<file path="config.mk">
export PLATFORM = sky130hd
export DESIGN_NAME = pid_with_filtered_derivative_top_flat
export DESIGN_NICKNAME = d
export VERILOG_FILES = /design/src/pidfd_pkg.sv /design/src/pidfd_ifs.sv /design/src/pidfd_div.sv /design/src/pid_with_filtered_derivative_top.sv /design/src/flat_wrapper.sv
export SDC_FILE = /design/constraint.sdc
export NUM_CORES = 2
export LEC_CHECK = 0
export ABC_CLOCK_PERIOD_IN_PS = 11350
export BUFFER_PORTS_ARGS = -buffer_cell sky130_fd_sc_hd__buf_2
export CORE_MARGIN = 8
export CORE_UTILIZATION = 35
export DETAILED_ROUTE_END_ITERATION = 7
export PLACE_DENSITY = 0.53
export SLEW_MARGIN = 10
export SYNTH_ARGS = -nofsm -noshare
export SYNTH_HDL_FRONTEND = slang
export SYNTH_SLANG_ARGS = --single-unit
</file>
<file path="constraint.sdc">
create_clock -name i_clk -period 11.35 [get_ports i_clk]
set_input_delay 0.5675 -clock i_clk [delete_from_list [all_inputs] [get_ports i_clk]]
set_output_delay 0.5675 -clock i_clk [all_outputs]
set_load 0.03 [all_outputs]
</file>
<file path="src/pidfd_pkg.sv">
`timescale 1ns / 1ps
// ----------------------------------------------------------------------------
// pidfd_pkg
// Shared widths, request codes and register map of the PID controller with
// clamped integral and low-pass filtered derivative.
// ----------------------------------------------------------------------------
package pidfd_pkg;

    // Fixed field widths and fixed-point formats
    localparam int ERR_W     = 32;   // Q16.16 error
    localparam int GAIN_W    = 32;   // Q16.16 gains
    localparam int DT_W      = 32;   // Q8.24 step time
    localparam int LIM_W     = 31;   // Q15.16 integral clamp magnitude
    localparam int DERIV_W   = 40;   // Q24.16 filtered derivative
    localparam int GAIN_FRAC = 16;
    localparam int DT_FRAC   = 24;

    // Defaults for the top-level parameters
    localparam int DATA_WIDTH_DEF      = 32;
    localparam int ALPHA_FRAC_BITS_DEF = 16;

    // 0.0025 s in Q8.24
    localparam logic [DT_W-1:0] STEP_TIME_RST = 32'd41943;

    // Request types
    localparam logic REQ_UPDATE = 1'b0;
    localparam logic REQ_CLEAR  = 1'b1;

    // Configuration port
    localparam int CFG_ADDR_W = 5;
    localparam int CFG_DATA_W = 32;
    localparam int REG_IDX_W  = 3;

    localparam logic [REG_IDX_W-1:0] REG_KP      = 3'd0;
    localparam logic [REG_IDX_W-1:0] REG_KI      = 3'd1;
    localparam logic [REG_IDX_W-1:0] REG_KD      = 3'd2;
    localparam logic [REG_IDX_W-1:0] REG_ILIM    = 3'd3;
    localparam logic [REG_IDX_W-1:0] REG_ALPHA   = 3'd4;
    localparam logic [REG_IDX_W-1:0] REG_DFLT_DT = 3'd5;

endpackage

</file>
<file path="src/pidfd_ifs.sv">
`timescale 1ns / 1ps
// ----------------------------------------------------------------------------
// pidfd_req_if / pidfd_rsp_if
// Valid/ready channels for controller requests and controller results.
// ----------------------------------------------------------------------------
interface pidfd_req_if
    import pidfd_pkg::*;
();
    logic                    valid;
    logic                    ready;
    logic                    req_type;
    logic signed [ERR_W-1:0] error;
    logic        [DT_W-1:0]  step_time;

    modport source (output valid, output req_type, output error, output step_time,
                    input ready);
    modport sink   (input valid, input req_type, input error, input step_time,
                    output ready);
endinterface

interface pidfd_rsp_if
    import pidfd_pkg::*;
#(
    parameter int DATA_WIDTH = DATA_WIDTH_DEF
) ();
    logic                         valid;
    logic                         ready;
    logic signed [DATA_WIDTH-1:0] control_output;
    logic                         integral_clamped;

    modport source (output valid, output control_output, output integral_clamped,
                    input ready);
    modport sink   (input valid, input control_output, input integral_clamped,
                    output ready);
endinterface

</file>
<file path="src/pidfd_div.sv">
`timescale 1ns / 1ps
// ----------------------------------------------------------------------------
// pidfd_div
// Restoring unsigned divider, one quotient bit per cycle. The dividend
// shifts out of the quotient register as the quotient bits shift in.
// ----------------------------------------------------------------------------
module pidfd_div #(
    parameter int NUM_W = 57,
    parameter int DEN_W = 32
) (
    input  logic             i_clk,
    input  logic             i_rst_n,
    input  logic             i_start,
    input  logic [NUM_W-1:0] i_num,
    input  logic [DEN_W-1:0] i_den,
    output logic             o_done,
    output logic [NUM_W-1:0] o_quo
);

    localparam int CNT_W = $clog2(NUM_W + 1);

    logic             r_busy, n_busy;
    logic             r_done, n_done;
    logic [CNT_W-1:0] r_cnt, n_cnt;
    logic [DEN_W-1:0] r_rem, n_rem;
    logic [DEN_W-1:0] r_den, n_den;
    logic [NUM_W-1:0] r_quo, n_quo;

    logic [DEN_W:0]   trial;
    logic [DEN_W:0]   diff;
    logic             ge;

    always_comb begin
        trial  = {r_rem, r_quo[NUM_W-1]};
        diff   = trial - {1'b0, r_den};
        ge     = (trial >= {1'b0, r_den});

        n_busy = r_busy;
        n_done = r_done;
        n_cnt  = r_cnt;
        n_rem  = r_rem;
        n_den  = r_den;
        n_quo  = r_quo;

        if (i_start) begin
            n_busy = 1'b1;
            n_done = 1'b0;
            n_cnt  = CNT_W'(NUM_W);
            n_rem  = '0;
            n_den  = i_den;
            n_quo  = i_num;
        end else if (r_busy) begin
            n_rem = ge ? diff[DEN_W-1:0] : trial[DEN_W-1:0];
            n_quo = {r_quo[NUM_W-2:0], ge};
            n_cnt = r_cnt - 1'b1;
            if (r_cnt == CNT_W'(1)) begin
                n_busy = 1'b0;
                n_done = 1'b1;
            end
        end
    end

    always_ff @(posedge i_clk) begin
        if (!i_rst_n) begin
            r_busy <= 1'b0;
            r_done <= 1'b0;
            r_cnt  <= '0;
        end else begin
            r_busy <= n_busy;
            r_done <= n_done;
            r_cnt  <= n_cnt;
        end
    end

    always_ff @(posedge i_clk) begin
        r_rem <= n_rem;
        r_den <= n_den;
        r_quo <= n_quo;
    end

    assign o_done = r_done;
    assign o_quo  = r_quo;

endmodule

</file>
<file path="src/pid_with_filtered_derivative_top.sv">
`timescale 1ns / 1ps
// An update item runs the error multiplies, the dt multiply, the derivative
// filter and the kd multiply in turn before its result is registered.
// A new request is taken only in idle, so an update must finish before the
// next item is accepted; a clear item gives no result.
// Reset: synchronous, active low; resets loop state, filter, config registers.
// ----------------------------------------------------------------------------
// pid_with_filtered_derivative_top
// PID controller with clamped integral and first-order low-pass derivative.
// Multiplies run one multiplier bit per cycle through a shared shift
// register; the derivative divide runs in a parallel restoring divider.
// ----------------------------------------------------------------------------
module pid_with_filtered_derivative_top
    import pidfd_pkg::*;
#(
    parameter int DATA_WIDTH      = DATA_WIDTH_DEF,
    parameter int ALPHA_FRAC_BITS = ALPHA_FRAC_BITS_DEF
) (
    input  logic                  i_clk,
    input  logic                  i_rst_n,
    pidfd_req_if.sink             i_req,
    pidfd_rsp_if.source           o_rsp,
    input  logic                  psel,
    input  logic                  penable,
    input  logic                  pwrite,
    input  logic [CFG_ADDR_W-1:0] paddr,
    input  logic [CFG_DATA_W-1:0] pwdata,
    output logic [CFG_DATA_W-1:0] prdata,
    output logic                  pready
);

    // Datapath widths
    localparam int MB_W      = GAIN_W;
    localparam int CNT_W     = $clog2(MB_W);
    localparam int PROD_W    = GAIN_W + ERR_W;
    localparam int P_W       = PROD_W - GAIN_FRAC + 1;
    localparam int INC_SH    = GAIN_FRAC + DT_FRAC - DT_W;
    localparam int INC_MAG_W = PROD_W - INC_SH;
    localparam int SUM_W     = INC_MAG_W + 2;
    localparam int DIFF_W    = ERR_W + 1;
    localparam int NUM_W     = DIFF_W + DT_FRAC;
    localparam int AW        = ALPHA_FRAC_BITS + 1;
    localparam int DELTA_W   = DERIV_W + 1;
    localparam int FACC_W    = DELTA_W + AW;
    localparam int FSUM_W    = FACC_W + 1;
    localparam int KD_PROD_W = DERIV_W + GAIN_W;
    localparam int D_MAG_W   = KD_PROD_W - GAIN_FRAC;
    localparam int D_W       = D_MAG_W + 1;
    localparam int TOT_W     = D_W + 2;

    localparam logic [AW-1:0] ALPHA_ONE = {1'b1, {ALPHA_FRAC_BITS{1'b0}}};
    localparam logic signed [FSUM_W-1:0] TRUNC_BIAS =
        {{(FSUM_W-ALPHA_FRAC_BITS){1'b0}}, {ALPHA_FRAC_BITS{1'b1}}};
    localparam logic signed [DERIV_W-1:0] RAW_MAX = {1'b0, {(DERIV_W-1){1'b1}}};
    localparam logic signed [DERIV_W-1:0] RAW_MIN = {1'b1, {(DERIV_W-1){1'b0}}};
    localparam logic signed [TOT_W-1:0] OUT_MAX =
        {{(TOT_W-DATA_WIDTH+1){1'b0}}, {(DATA_WIDTH-1){1'b1}}};
    localparam logic signed [TOT_W-1:0] OUT_MIN = ~OUT_MAX;

    // Sequencer states
    localparam logic [3:0] S_IDLE  = 4'd0;
    localparam logic [3:0] S_MUL1  = 4'd1;
    localparam logic [3:0] S_MUL2  = 4'd2;
    localparam logic [3:0] S_INT   = 4'd3;
    localparam logic [3:0] S_DERIV = 4'd4;
    localparam logic [3:0] S_FILT  = 4'd5;
    localparam logic [3:0] S_FDONE = 4'd6;
    localparam logic [3:0] S_KD    = 4'd7;
    localparam logic [3:0] S_OUT   = 4'd8;

    function automatic logic [MB_W-1:0] mag_w(input logic [MB_W-1:0] v);
        return v[MB_W-1] ? (~v + 1'b1) : v;
    endfunction

    // Configuration registers
    logic signed [GAIN_W-1:0] r_kp, n_kp;
    logic signed [GAIN_W-1:0] r_ki, n_ki;
    logic signed [GAIN_W-1:0] r_kd, n_kd;
    logic [LIM_W-1:0]         r_ilim, n_ilim;
    logic [AW-1:0]            r_alpha, n_alpha;
    logic [DT_W-1:0]          r_dflt_dt, n_dflt_dt;

    // Loop state
    logic signed [ERR_W-1:0]   r_prev, n_prev;
    logic signed [ERR_W-1:0]   r_isum, n_isum;
    logic signed [DERIV_W-1:0] r_filt, n_filt;
    logic [DT_W-1:0]           r_act_dt, n_act_dt;

    // Control
    logic [3:0]       r_state, n_state;
    logic [CNT_W-1:0] r_cnt, n_cnt;
    logic             r_out_valid, n_out_valid;

    // Working registers
    logic signed [ERR_W-1:0]   r_err, n_err;
    logic [DT_W-1:0]           r_dt, n_dt;
    logic [MB_W-1:0]           r_mb, n_mb;
    logic [PROD_W-1:0]         r_acc_p, n_acc_p;
    logic [PROD_W-1:0]         r_acc_i, n_acc_i;
    logic [PROD_W-1:0]         r_acc2, n_acc2;
    logic signed [P_W-1:0]     r_p, n_p;
    logic                      r_clamp, n_clamp;
    logic                      r_diff_neg, n_diff_neg;
    logic                      r_dt_zero, n_dt_zero;
    logic signed [DELTA_W-1:0] r_delta, n_delta;
    logic signed [FACC_W-1:0]  r_acc_f, n_acc_f;
    logic [DERIV_W-1:0]        r_fm, n_fm;
    logic [DERIV_W-1:0]        r_acc_d, n_acc_d;
    logic                      r_d_neg, n_d_neg;
    logic signed [DATA_WIDTH-1:0] r_out, n_out;
    logic                      r_out_clamp, n_out_clamp;

    // Combinational helpers
    logic                      cfg_wr;
    logic [REG_IDX_W-1:0]      cfg_idx;
    logic [DT_W-1:0]           dt_sel;
    logic signed [DIFF_W-1:0]  diff;
    logic [DIFF_W-1:0]         diff_mag;
    logic [NUM_W-1:0]          div_num;
    logic                      div_start;
    logic                      div_done;
    logic [NUM_W-1:0]          div_quo;
    logic [MB_W-1:0]           kp_mag, ki_mag, kd_mag;
    logic [PROD_W:0]           sum2;
    logic [P_W-2:0]            p_mag;
    logic signed [P_W-1:0]     p_pos;
    logic [INC_MAG_W-1:0]      inc_mag;
    logic signed [SUM_W-1:0]   inc_pos, isum_new, lim_pos;
    logic                      raw_over;
    logic signed [DERIV_W-1:0] raw;
    logic [AW-1:0]             alpha_eff;
    logic signed [FSUM_W-1:0]  fsum, fsum_adj, fshift;
    logic signed [DERIV_W-1:0] f_new;
    logic [DERIV_W:0]          sumd;
    logic [D_MAG_W-1:0]        d_mag;
    logic signed [D_W-1:0]     d_pos, d_val;
    logic signed [TOT_W-1:0]   tot;
    logic signed [DATA_WIDTH-1:0] tot_sat;

    assign cfg_wr  = psel && penable && pwrite;
    assign cfg_idx = paddr[CFG_ADDR_W-1:2];
    assign pready  = 1'b1;

    always_comb begin
        unique case (cfg_idx)
            REG_KP:      prdata = r_kp;
            REG_KI:      prdata = r_ki;
            REG_KD:      prdata = r_kd;
            REG_ILIM:    prdata = CFG_DATA_W'(r_ilim);
            REG_ALPHA:   prdata = CFG_DATA_W'(r_alpha);
            REG_DFLT_DT: prdata = r_dflt_dt;
            default:     prdata = '0;
        endcase
    end

    // Step time in use and the divider operands
    assign dt_sel   = (i_req.step_time != '0) ? i_req.step_time :
                      ((r_act_dt != '0) ? r_act_dt : r_dflt_dt);
    assign diff     = DIFF_W'(i_req.error) - DIFF_W'(r_prev);
    assign diff_mag = diff[DIFF_W-1] ? (~diff + 1'b1) : diff;
    assign div_num  = {diff_mag, {DT_FRAC{1'b0}}};

    assign kp_mag = mag_w(r_kp);
    assign ki_mag = mag_w(r_ki);
    assign kd_mag = mag_w(r_kd);

    pidfd_div #(
        .NUM_W (NUM_W),
        .DEN_W (DT_W)
    ) u_div (
        .i_clk   (i_clk),
        .i_rst_n (i_rst_n),
        .i_start (div_start),
        .i_num   (div_num),
        .i_den   (dt_sel),
        .o_done  (div_done),
        .o_quo   (div_quo)
    );

    // Datapath terms read by the sequencer
    always_comb begin
        sum2     = {1'b0, r_acc2} + (r_mb[0] ? {1'b0, r_acc_i} : '0);

        p_mag    = r_acc_p[PROD_W-1:GAIN_FRAC];
        p_pos    = $signed({1'b0, p_mag});

        inc_mag  = r_acc2[PROD_W-1:INC_SH];
        inc_pos  = $signed({2'b00, inc_mag});
        lim_pos  = $signed(SUM_W'(r_ilim));
        isum_new = SUM_W'(r_isum) + ((r_ki[GAIN_W-1] ^ r_err[ERR_W-1]) ? -inc_pos : inc_pos);

        raw_over = |div_quo[NUM_W-1:DERIV_W-1];
        if (r_dt_zero) begin
            raw = '0;
        end else if (r_diff_neg) begin
            raw = raw_over ? RAW_MIN : -$signed(div_quo[DERIV_W-1:0]);
        end else begin
            raw = raw_over ? RAW_MAX : $signed({1'b0, div_quo[DERIV_W-2:0]});
        end

        // Alpha above one acts as one
        alpha_eff = (r_alpha[AW-1] && (r_alpha[AW-2:0] != '0)) ? ALPHA_ONE : r_alpha;

        fsum     = (FSUM_W'(r_filt) <<< ALPHA_FRAC_BITS) + FSUM_W'(r_acc_f);
        fsum_adj = fsum[FSUM_W-1] ? (fsum + TRUNC_BIAS) : fsum;
        fshift   = fsum_adj >>> ALPHA_FRAC_BITS;
        f_new    = fshift[DERIV_W-1:0];

        sumd     = {1'b0, r_acc_d} + (r_mb[0] ? {1'b0, r_fm} : '0);

        d_mag    = {r_acc_d, r_mb[MB_W-1:GAIN_FRAC]};
        d_pos    = $signed({1'b0, d_mag});
        d_val    = r_d_neg ? -d_pos : d_pos;

        tot      = TOT_W'(r_p) + TOT_W'(r_isum) + TOT_W'(d_val);
        if (tot > OUT_MAX) begin
            tot_sat = OUT_MAX[DATA_WIDTH-1:0];
        end else if (tot < OUT_MIN) begin
            tot_sat = OUT_MIN[DATA_WIDTH-1:0];
        end else begin
            tot_sat = tot[DATA_WIDTH-1:0];
        end
    end

    // Sequencer
    always_comb begin
        n_kp        = r_kp;
        n_ki        = r_ki;
        n_kd        = r_kd;
        n_ilim      = r_ilim;
        n_alpha     = r_alpha;
        n_dflt_dt   = r_dflt_dt;
        n_prev      = r_prev;
        n_isum      = r_isum;
        n_filt      = r_filt;
        n_act_dt    = r_act_dt;
        n_state     = r_state;
        n_cnt       = r_cnt;
        n_out_valid = r_out_valid;
        n_err       = r_err;
        n_dt        = r_dt;
        n_mb        = r_mb;
        n_acc_p     = r_acc_p;
        n_acc_i     = r_acc_i;
        n_acc2      = r_acc2;
        n_p         = r_p;
        n_clamp     = r_clamp;
        n_diff_neg  = r_diff_neg;
        n_dt_zero   = r_dt_zero;
        n_delta     = r_delta;
        n_acc_f     = r_acc_f;
        n_fm        = r_fm;
        n_acc_d     = r_acc_d;
        n_d_neg     = r_d_neg;
        n_out       = r_out;
        n_out_clamp = r_out_clamp;
        div_start   = 1'b0;

        if (cfg_wr) begin
            unique case (cfg_idx)
                REG_KP:      n_kp      = pwdata[GAIN_W-1:0];
                REG_KI:      n_ki      = pwdata[GAIN_W-1:0];
                REG_KD:      n_kd      = pwdata[GAIN_W-1:0];
                REG_ILIM:    n_ilim    = pwdata[LIM_W-1:0];
                REG_ALPHA:   n_alpha   = pwdata[AW-1:0];
                REG_DFLT_DT: n_dflt_dt = pwdata[DT_W-1:0];
                default:     ;
            endcase
        end

        // Drop the result once its transfer completes
        if (r_out_valid && o_rsp.ready) begin
            n_out_valid = 1'b0;
        end

        unique case (r_state)
            S_IDLE: begin
                if (i_req.valid) begin
                    if (i_req.req_type == REQ_CLEAR) begin
                        n_prev = '0;
                        n_isum = '0;
                    end else begin
                        n_err      = i_req.error;
                        n_dt       = dt_sel;
                        if (i_req.step_time != '0) begin
                            n_act_dt = i_req.step_time;
                        end
                        n_mb       = mag_w(i_req.error);
                        n_acc_p    = '0;
                        n_acc_i    = '0;
                        n_diff_neg = diff[DIFF_W-1];
                        n_dt_zero  = (dt_sel == '0);
                        n_cnt      = CNT_W'(MB_W - 1);
                        div_start  = 1'b1;
                        n_state    = S_MUL1;
                    end
                end
            end
            S_MUL1: begin
                // |kp|*|err| and |ki|*|err| together, error bits MSB first
                n_acc_p = {r_acc_p[PROD_W-2:0], 1'b0} +
                          (r_mb[MB_W-1] ? PROD_W'(kp_mag) : '0);
                n_acc_i = {r_acc_i[PROD_W-2:0], 1'b0} +
                          (r_mb[MB_W-1] ? PROD_W'(ki_mag) : '0);
                n_mb    = {r_mb[MB_W-2:0], 1'b0};
                n_cnt   = r_cnt - 1'b1;
                if (r_cnt == '0) begin
                    n_mb    = r_dt;
                    n_acc2  = '0;
                    n_cnt   = CNT_W'(MB_W - 1);
                    n_state = S_MUL2;
                end
            end
            S_MUL2: begin
                // Times dt, LSB first; low product bits fall off the bottom
                n_acc2 = sum2[PROD_W:1];
                n_mb   = {sum2[0], r_mb[MB_W-1:1]};
                n_cnt  = r_cnt - 1'b1;
                if (r_cnt == '0) begin
                    n_state = S_INT;
                end
            end
            S_INT: begin
                n_p = (r_kp[GAIN_W-1] ^ r_err[ERR_W-1]) ? -p_pos : p_pos;
                if (isum_new > lim_pos) begin
                    n_isum  = lim_pos[ERR_W-1:0];
                    n_clamp = 1'b1;
                end else if (isum_new < -lim_pos) begin
                    n_isum  = -lim_pos[ERR_W-1:0];
                    n_clamp = 1'b1;
                end else begin
                    n_isum  = isum_new[ERR_W-1:0];
                    n_clamp = 1'b0;
                end
                n_state = S_DERIV;
            end
            S_DERIV: begin
                // Hold until the quotient is in
                if (div_done) begin
                    n_delta = DELTA_W'(raw) - DELTA_W'(r_filt);
                    n_mb    = MB_W'(alpha_eff) << (MB_W - AW);
                    n_acc_f = '0;
                    n_cnt   = CNT_W'(AW - 1);
                    n_state = S_FILT;
                end
            end
            S_FILT: begin
                // alpha*(raw - f), alpha bits MSB first
                n_acc_f = (r_acc_f <<< 1) + (r_mb[MB_W-1] ? FACC_W'(r_delta) : '0);
                n_mb    = {r_mb[MB_W-2:0], 1'b0};
                n_cnt   = r_cnt - 1'b1;
                if (r_cnt == '0) begin
                    n_state = S_FDONE;
                end
            end
            S_FDONE: begin
                n_filt  = f_new;
                n_fm    = f_new[DERIV_W-1] ? DERIV_W'(-f_new) : DERIV_W'(f_new);
                n_d_neg = r_kd[GAIN_W-1] ^ f_new[DERIV_W-1];
                n_mb    = kd_mag;
                n_acc_d = '0;
                n_cnt   = CNT_W'(MB_W - 1);
                n_state = S_KD;
            end
            S_KD: begin
                n_acc_d = sumd[DERIV_W:1];
                n_mb    = {sumd[0], r_mb[MB_W-1:1]};
                n_cnt   = r_cnt - 1'b1;
                if (r_cnt == '0) begin
                    n_state = S_OUT;
                end
            end
            S_OUT: begin
                // Hold while the previous result still waits
                if (!r_out_valid || o_rsp.ready) begin
                    n_out       = tot_sat;
                    n_out_clamp = r_clamp;
                    n_out_valid = 1'b1;
                    n_prev      = r_err;
                    n_state     = S_IDLE;
                end
            end
            default: begin
                n_state = S_IDLE;
            end
        endcase
    end

    always_ff @(posedge i_clk) begin
        if (!i_rst_n) begin
            r_kp        <= '0;
            r_ki        <= '0;
            r_kd        <= '0;
            r_ilim      <= '0;
            r_alpha     <= '0;
            r_dflt_dt   <= STEP_TIME_RST;
            r_prev      <= '0;
            r_isum      <= '0;
            r_filt      <= '0;
            r_act_dt    <= '0;
            r_state     <= S_IDLE;
            r_cnt       <= '0;
            r_out_valid <= 1'b0;
        end else begin
            r_kp        <= n_kp;
            r_ki        <= n_ki;
            r_kd        <= n_kd;
            r_ilim      <= n_ilim;
            r_alpha     <= n_alpha;
            r_dflt_dt   <= n_dflt_dt;
            r_prev      <= n_prev;
            r_isum      <= n_isum;
            r_filt      <= n_filt;
            r_act_dt    <= n_act_dt;
            r_state     <= n_state;
            r_cnt       <= n_cnt;
            r_out_valid <= n_out_valid;
        end
    end

    always_ff @(posedge i_clk) begin
        r_err       <= n_err;
        r_dt        <= n_dt;
        r_mb        <= n_mb;
        r_acc_p     <= n_acc_p;
        r_acc_i     <= n_acc_i;
        r_acc2      <= n_acc2;
        r_p         <= n_p;
        r_clamp     <= n_clamp;
        r_diff_neg  <= n_diff_neg;
        r_dt_zero   <= n_dt_zero;
        r_delta     <= n_delta;
        r_acc_f     <= n_acc_f;
        r_fm        <= n_fm;
        r_acc_d     <= n_acc_d;
        r_d_neg     <= n_d_neg;
        r_out       <= n_out;
        r_out_clamp <= n_out_clamp;
    end

    assign i_req.ready            = (r_state == S_IDLE);
    assign o_rsp.valid            = r_out_valid;
    assign o_rsp.control_output   = r_out;
    assign o_rsp.integral_clamped = r_out_clamp;

endmodule
</file>
<file path="src/flat_wrapper.sv">
// flat-port wrapper written by rule: the top's interface ports become plain ports
module pid_with_filtered_derivative_top_flat import pidfd_pkg::*;
#(
    parameter int DATA_WIDTH      = DATA_WIDTH_DEF,
    parameter int ALPHA_FRAC_BITS = ALPHA_FRAC_BITS_DEF
)
  (i_clk, i_rst_n, psel, penable, pwrite, paddr, pwdata, prdata, pready, i_req_valid, i_req_req_type, i_req_error, i_req_step_time, i_req_ready, o_rsp_valid, o_rsp_control_output, o_rsp_integral_clamped, o_rsp_ready);
  pidfd_req_if i_req_i ();
  pidfd_rsp_if #(.DATA_WIDTH(DATA_WIDTH)) o_rsp_i ();
  input  logic i_clk;
  input  logic i_rst_n;
  input  logic psel;
  input  logic penable;
  input  logic pwrite;
  input  logic [CFG_ADDR_W-1:0] paddr;
  input  logic [CFG_DATA_W-1:0] pwdata;
  output logic [CFG_DATA_W-1:0] prdata;
  output logic pready;
  input wire logic [$bits(i_req_i.valid)-1:0] i_req_valid;
  input wire logic [$bits(i_req_i.req_type)-1:0] i_req_req_type;
  input wire logic [$bits(i_req_i.error)-1:0] i_req_error;
  input wire logic [$bits(i_req_i.step_time)-1:0] i_req_step_time;
  output wire logic [$bits(i_req_i.ready)-1:0] i_req_ready;
  output wire logic [$bits(o_rsp_i.valid)-1:0] o_rsp_valid;
  output wire logic [$bits(o_rsp_i.control_output)-1:0] o_rsp_control_output;
  output wire logic [$bits(o_rsp_i.integral_clamped)-1:0] o_rsp_integral_clamped;
  input wire logic [$bits(o_rsp_i.ready)-1:0] o_rsp_ready;
  assign i_req_i.valid = i_req_valid;
  assign i_req_i.req_type = i_req_req_type;
  assign i_req_i.error = i_req_error;
  assign i_req_i.step_time = i_req_step_time;
  assign i_req_ready = i_req_i.ready;
  assign o_rsp_valid = o_rsp_i.valid;
  assign o_rsp_control_output = o_rsp_i.control_output;
  assign o_rsp_integral_clamped = o_rsp_i.integral_clamped;
  assign o_rsp_i.ready = o_rsp_ready;
  pid_with_filtered_derivative_top #(.DATA_WIDTH(DATA_WIDTH), .ALPHA_FRAC_BITS(ALPHA_FRAC_BITS)) u_core (.i_clk(i_clk), .i_rst_n(i_rst_n), .i_req(i_req_i), .o_rsp(o_rsp_i), .psel(psel), .penable(penable), .pwrite(pwrite), .paddr(paddr), .pwdata(pwdata), .prdata(prdata), .pready(pready));
endmodule
</file>
==> results.ini <==
[status]
status=finished, final reports clean

[setup_path]
crit_cells=29
crit_path_max_incr_delay_ns=0.73
required_ns=11.76
worstSetupStartpointType=flop
cp-end-kind=flop
cp_slowest_cell=a41o_1
r2r_cells=29
cp_num_buf_inv=2
cpMostUsedCell=or3_4
worstPathArrival_ns=10.04
path_delay_family=simple AND/OR/NAND/NOR gates
crit_path_start=u_core.r_mb[16]$_DFFE_PP_
crit_fanout=31
r2r_start=u_core.r_mb[16]$_DFFE_PP_
path_class=flop to flop

[grt]
grt-ovfl-total=0
first_global_vias=66800
grt_usage=0.207
antenna_found_initial=14
grt_max_degree=189
grt_first_pass_wirelength_mm=400

[sta]
post-route-period-util=0.848
tns_ns=0
setup_viol=0
min_period_ns=9.63
rsz0062_at_grt=no
slew_headroom=0.172
tightest_slew_ns=1.24
clock.fmax_ghz=0.104
finalClockSkew_ns=0.0945
maxSlewViolCount=0
final_hold_viol_count=0

[placement]
portBuffers=173
dpl.hpwl_mm=207
routabilityCongestion=0.907

[synthesis]
synth_nets=10200
synth_area_leaders=edfxtp_1, dfxtp_1, ha_1
synth_most_common_cell=nand2_1
yosys_warnings=0
ys_async_sr_fraction=0
syn_area_um2=78800
yosysSeqAreaShare=0.321
synthCells=9429
synth_top_area_cell=edfxtp_1
yosysTopAreaCellShare=0.223
ys_seq_elements=972
synth_edf_count=586
yosys-top-cells-count=nand2_1, a21oi_1, nor2_1, edfxtp_1, inv_1
syn_avg_cell_area_um2=8.36
yosysUniqueCellTypes=97
synth_flop_cell=edfxtp_1

[layout]
drive_above_1_share=0.0627
postLayoutCoreUtil=0.388
area_delta_synth_final_pct=10.5
fin_nets=10200
nFillCells=22800

[clock_tree]
clkSinkCount=972
post_cts_resized=0
cts_root_buffer=clkbuf_16
cts_tree=yes
cts.clk_slew.worst_paths_ns=0.06
post_cts_buffers=0
insertion_delay_ns=0.81
cts_buffers=119
cts-htree-levels=3
ctsHoldBuffers=22
cts_buffer_depth=3

[drt]
wl_per_cell_um=21.0
drc_errors=0
drtIter0Drc=5514
final_antenna_net_count=0
dr.pass1.iters=8
vias=69600
vias_per_cell=5.56
wl_mm=263

[worst_hold_path]
min_path_cells=1
hold_path.class=input port to flop
worst_hold_startpoint=i_req_error[9]

[die]
die-area_um2=241000
initial_core_util=0.351
core_um2=224000
die_w_um=490
die_h_um=490
io_pins=177
num_rows=174

[power_and_ir_drop]
p_leak_nw=34.7
p_per_area_nw_per_um2=205
ir_drop_uv=140

[job]
max_cap_violations=0

[cell type report]
cell class / count / area, µm² / area share
diodes: 4 / 10.0 / 0.000115
clock buffers: 152 / 3340 / 0.0384
clock inverters: 72 / 746 / 0.00857
inverters: 587 / 2220 / 0.0255
multi-input cells: 7453 / 49900 / 0.573
flip-flops and latches: 972 / 25300 / 0.291
well taps: 2992 / 3740 / 0.0430
repair buffers: 284 / 1770 / 0.0203
[final timing paths]
check / endpoint / slack (ns)
max: u_core.o_rsp.control_output[8]$_SDFFCE_PN1P_ / 1.72
min: u_core.r_err[9]$_DFFE_PP_ / 0.07
max reg2reg: u_core.o_rsp.control_output[8]$_SDFFCE_PN1P_ / 1.72
min reg2reg: u_core.r_act_dt[17]$_SDFFE_PN0P_ / 0.47
[logic make-up (layout without fill, tap and decap cells)]
group / Yosys count / after routing / synth area share
buffers and inverters: 1004 / 1095 / 0.0480
DFF: 972 / 972 / 0.321
and+or+nand+nor: 3158 / 3158 / 0.193
AOI/OAI and AO/OA: 2662 / 2662 / 0.215
muxes: 103 / 103 / 0.0148
xor gates and xnor gates: 879 / 879 / 0.0979
other: 1 / 5 / 0.0000476
adders and majority gates: 650 / 650 / 0.110
[stage by stage]
step	instances	power (mW)	hold slack, ns	cell area [µm²]	setup WS (ns)
after floorplan	9429	11.7	0.400	78800	3.30
after global placement	12300	13.8	0.456	82700	1.84
after detailed placement	12300	13.9	0.463	82700	1.71
after CTS	12500	18.0	0.000129	87000	1.62
after global routing	12500	19.2	0.0270	87000	0.905
final	12500	17.9	0.0672	87000	1.72
[worst register-to-register path: cells and delay by family (launching register included)]
kind / cells / cell delay, ns
AO/OA/AOI/OAI: 6 / 2.35
XOR/XNOR: 2 / 0.26
adder cells (fa/ha/maj): 3 / 1.15
AND/OR/NAND/NOR: 16 / 4.66
flip-flops: 1 / 0.62
buffers and inverters: 2 / 0.19
[cell usage in the layout (no fill, tap or decap), types with 42 or more instances in the layout]
cell type,Yosys,routed
nor2b_1,64,63
a31oi_1,63,63
o21bai_1,69,68
buf_2,3,173
and2_1,255,255
edfxtp_1,586,586
and3_1,98,98
ha_1,582,582
nand2b_1,101,101
or4_1,61,61
o211ai_1,66,66
or3_1,88,87
o21a_1,71,71
nand3_1,215,215
clkbuf_16,0,124
a21oi_1,866,866
a211oi_1,93,92
a22oi_1,110,110
dfxtp_1,386,385
xnor2_1,521,518
nand2_1,942,937
inv_1,584,582
fa_1,68,68
nor3_1,160,153
nor4_1,94,93
nand4_1,111,111
nor2_1,817,810
xor2_1,357,354
o41ai_1,43,42
o21ai_0,532,532
mux2i_1,87,86
a21o_1,343,343
buf_4,2,88
o31ai_1,89,89
[sequential cells by signal, indices dropped and copies added (netlist names), 31 cells and up]
| register | cells |
|---|---|
| u_core.r_isum | 32 |
| u_core.r_ilim | 31 |
| u_core.r_err | 32 |
| u_core.r_delta | 41 |
| u_core.r_acc_p | 64 |
| u_core.r_mb | 32 |
| u_core.r_prev | 32 |
| u_core.u_div.o_quo | 57 |
| u_core.r_act_dt | 32 |
| u_core.u_div.r_rem | 32 |
| u_core.r_p | 49 |
| u_core.r_acc_d | 40 |
| u_core.r_acc_f | 58 |
| u_core.o_rsp.control_output | 32 |
| u_core.u_div.r_den | 32 |
| u_core.r_kd | 32 |
| u_core.r_acc_i | 64 |
| u_core.r_acc2 | 64 |
| u_core.r_kp | 32 |
| u_core.r_dflt_dt | 32 |
| u_core.r_fm | 40 |
| u_core.r_filt | 40 |
| u_core.r_ki | 32 |
[routing by layer]
metal  vias up  track usage  wire (µm)
met5         -            0        114
met4        18       0.0651       9030
met3       398       0.0268      12900
met2      1812        0.344     121000
met1     33400        0.279     120000
li1      33900            -          -
[power breakdown]
part / switching (mW) / leakage, nW / internal [mW]
Clock: 1.68 / 2.00 / 2.29
Combinational: 5.24 / 24.2 / 3.37
Sequential: 0.638 / 8.47 / 4.66
Total: 7.56 / 34.7 / 10.3
Power figures use the tool's default switching activity.
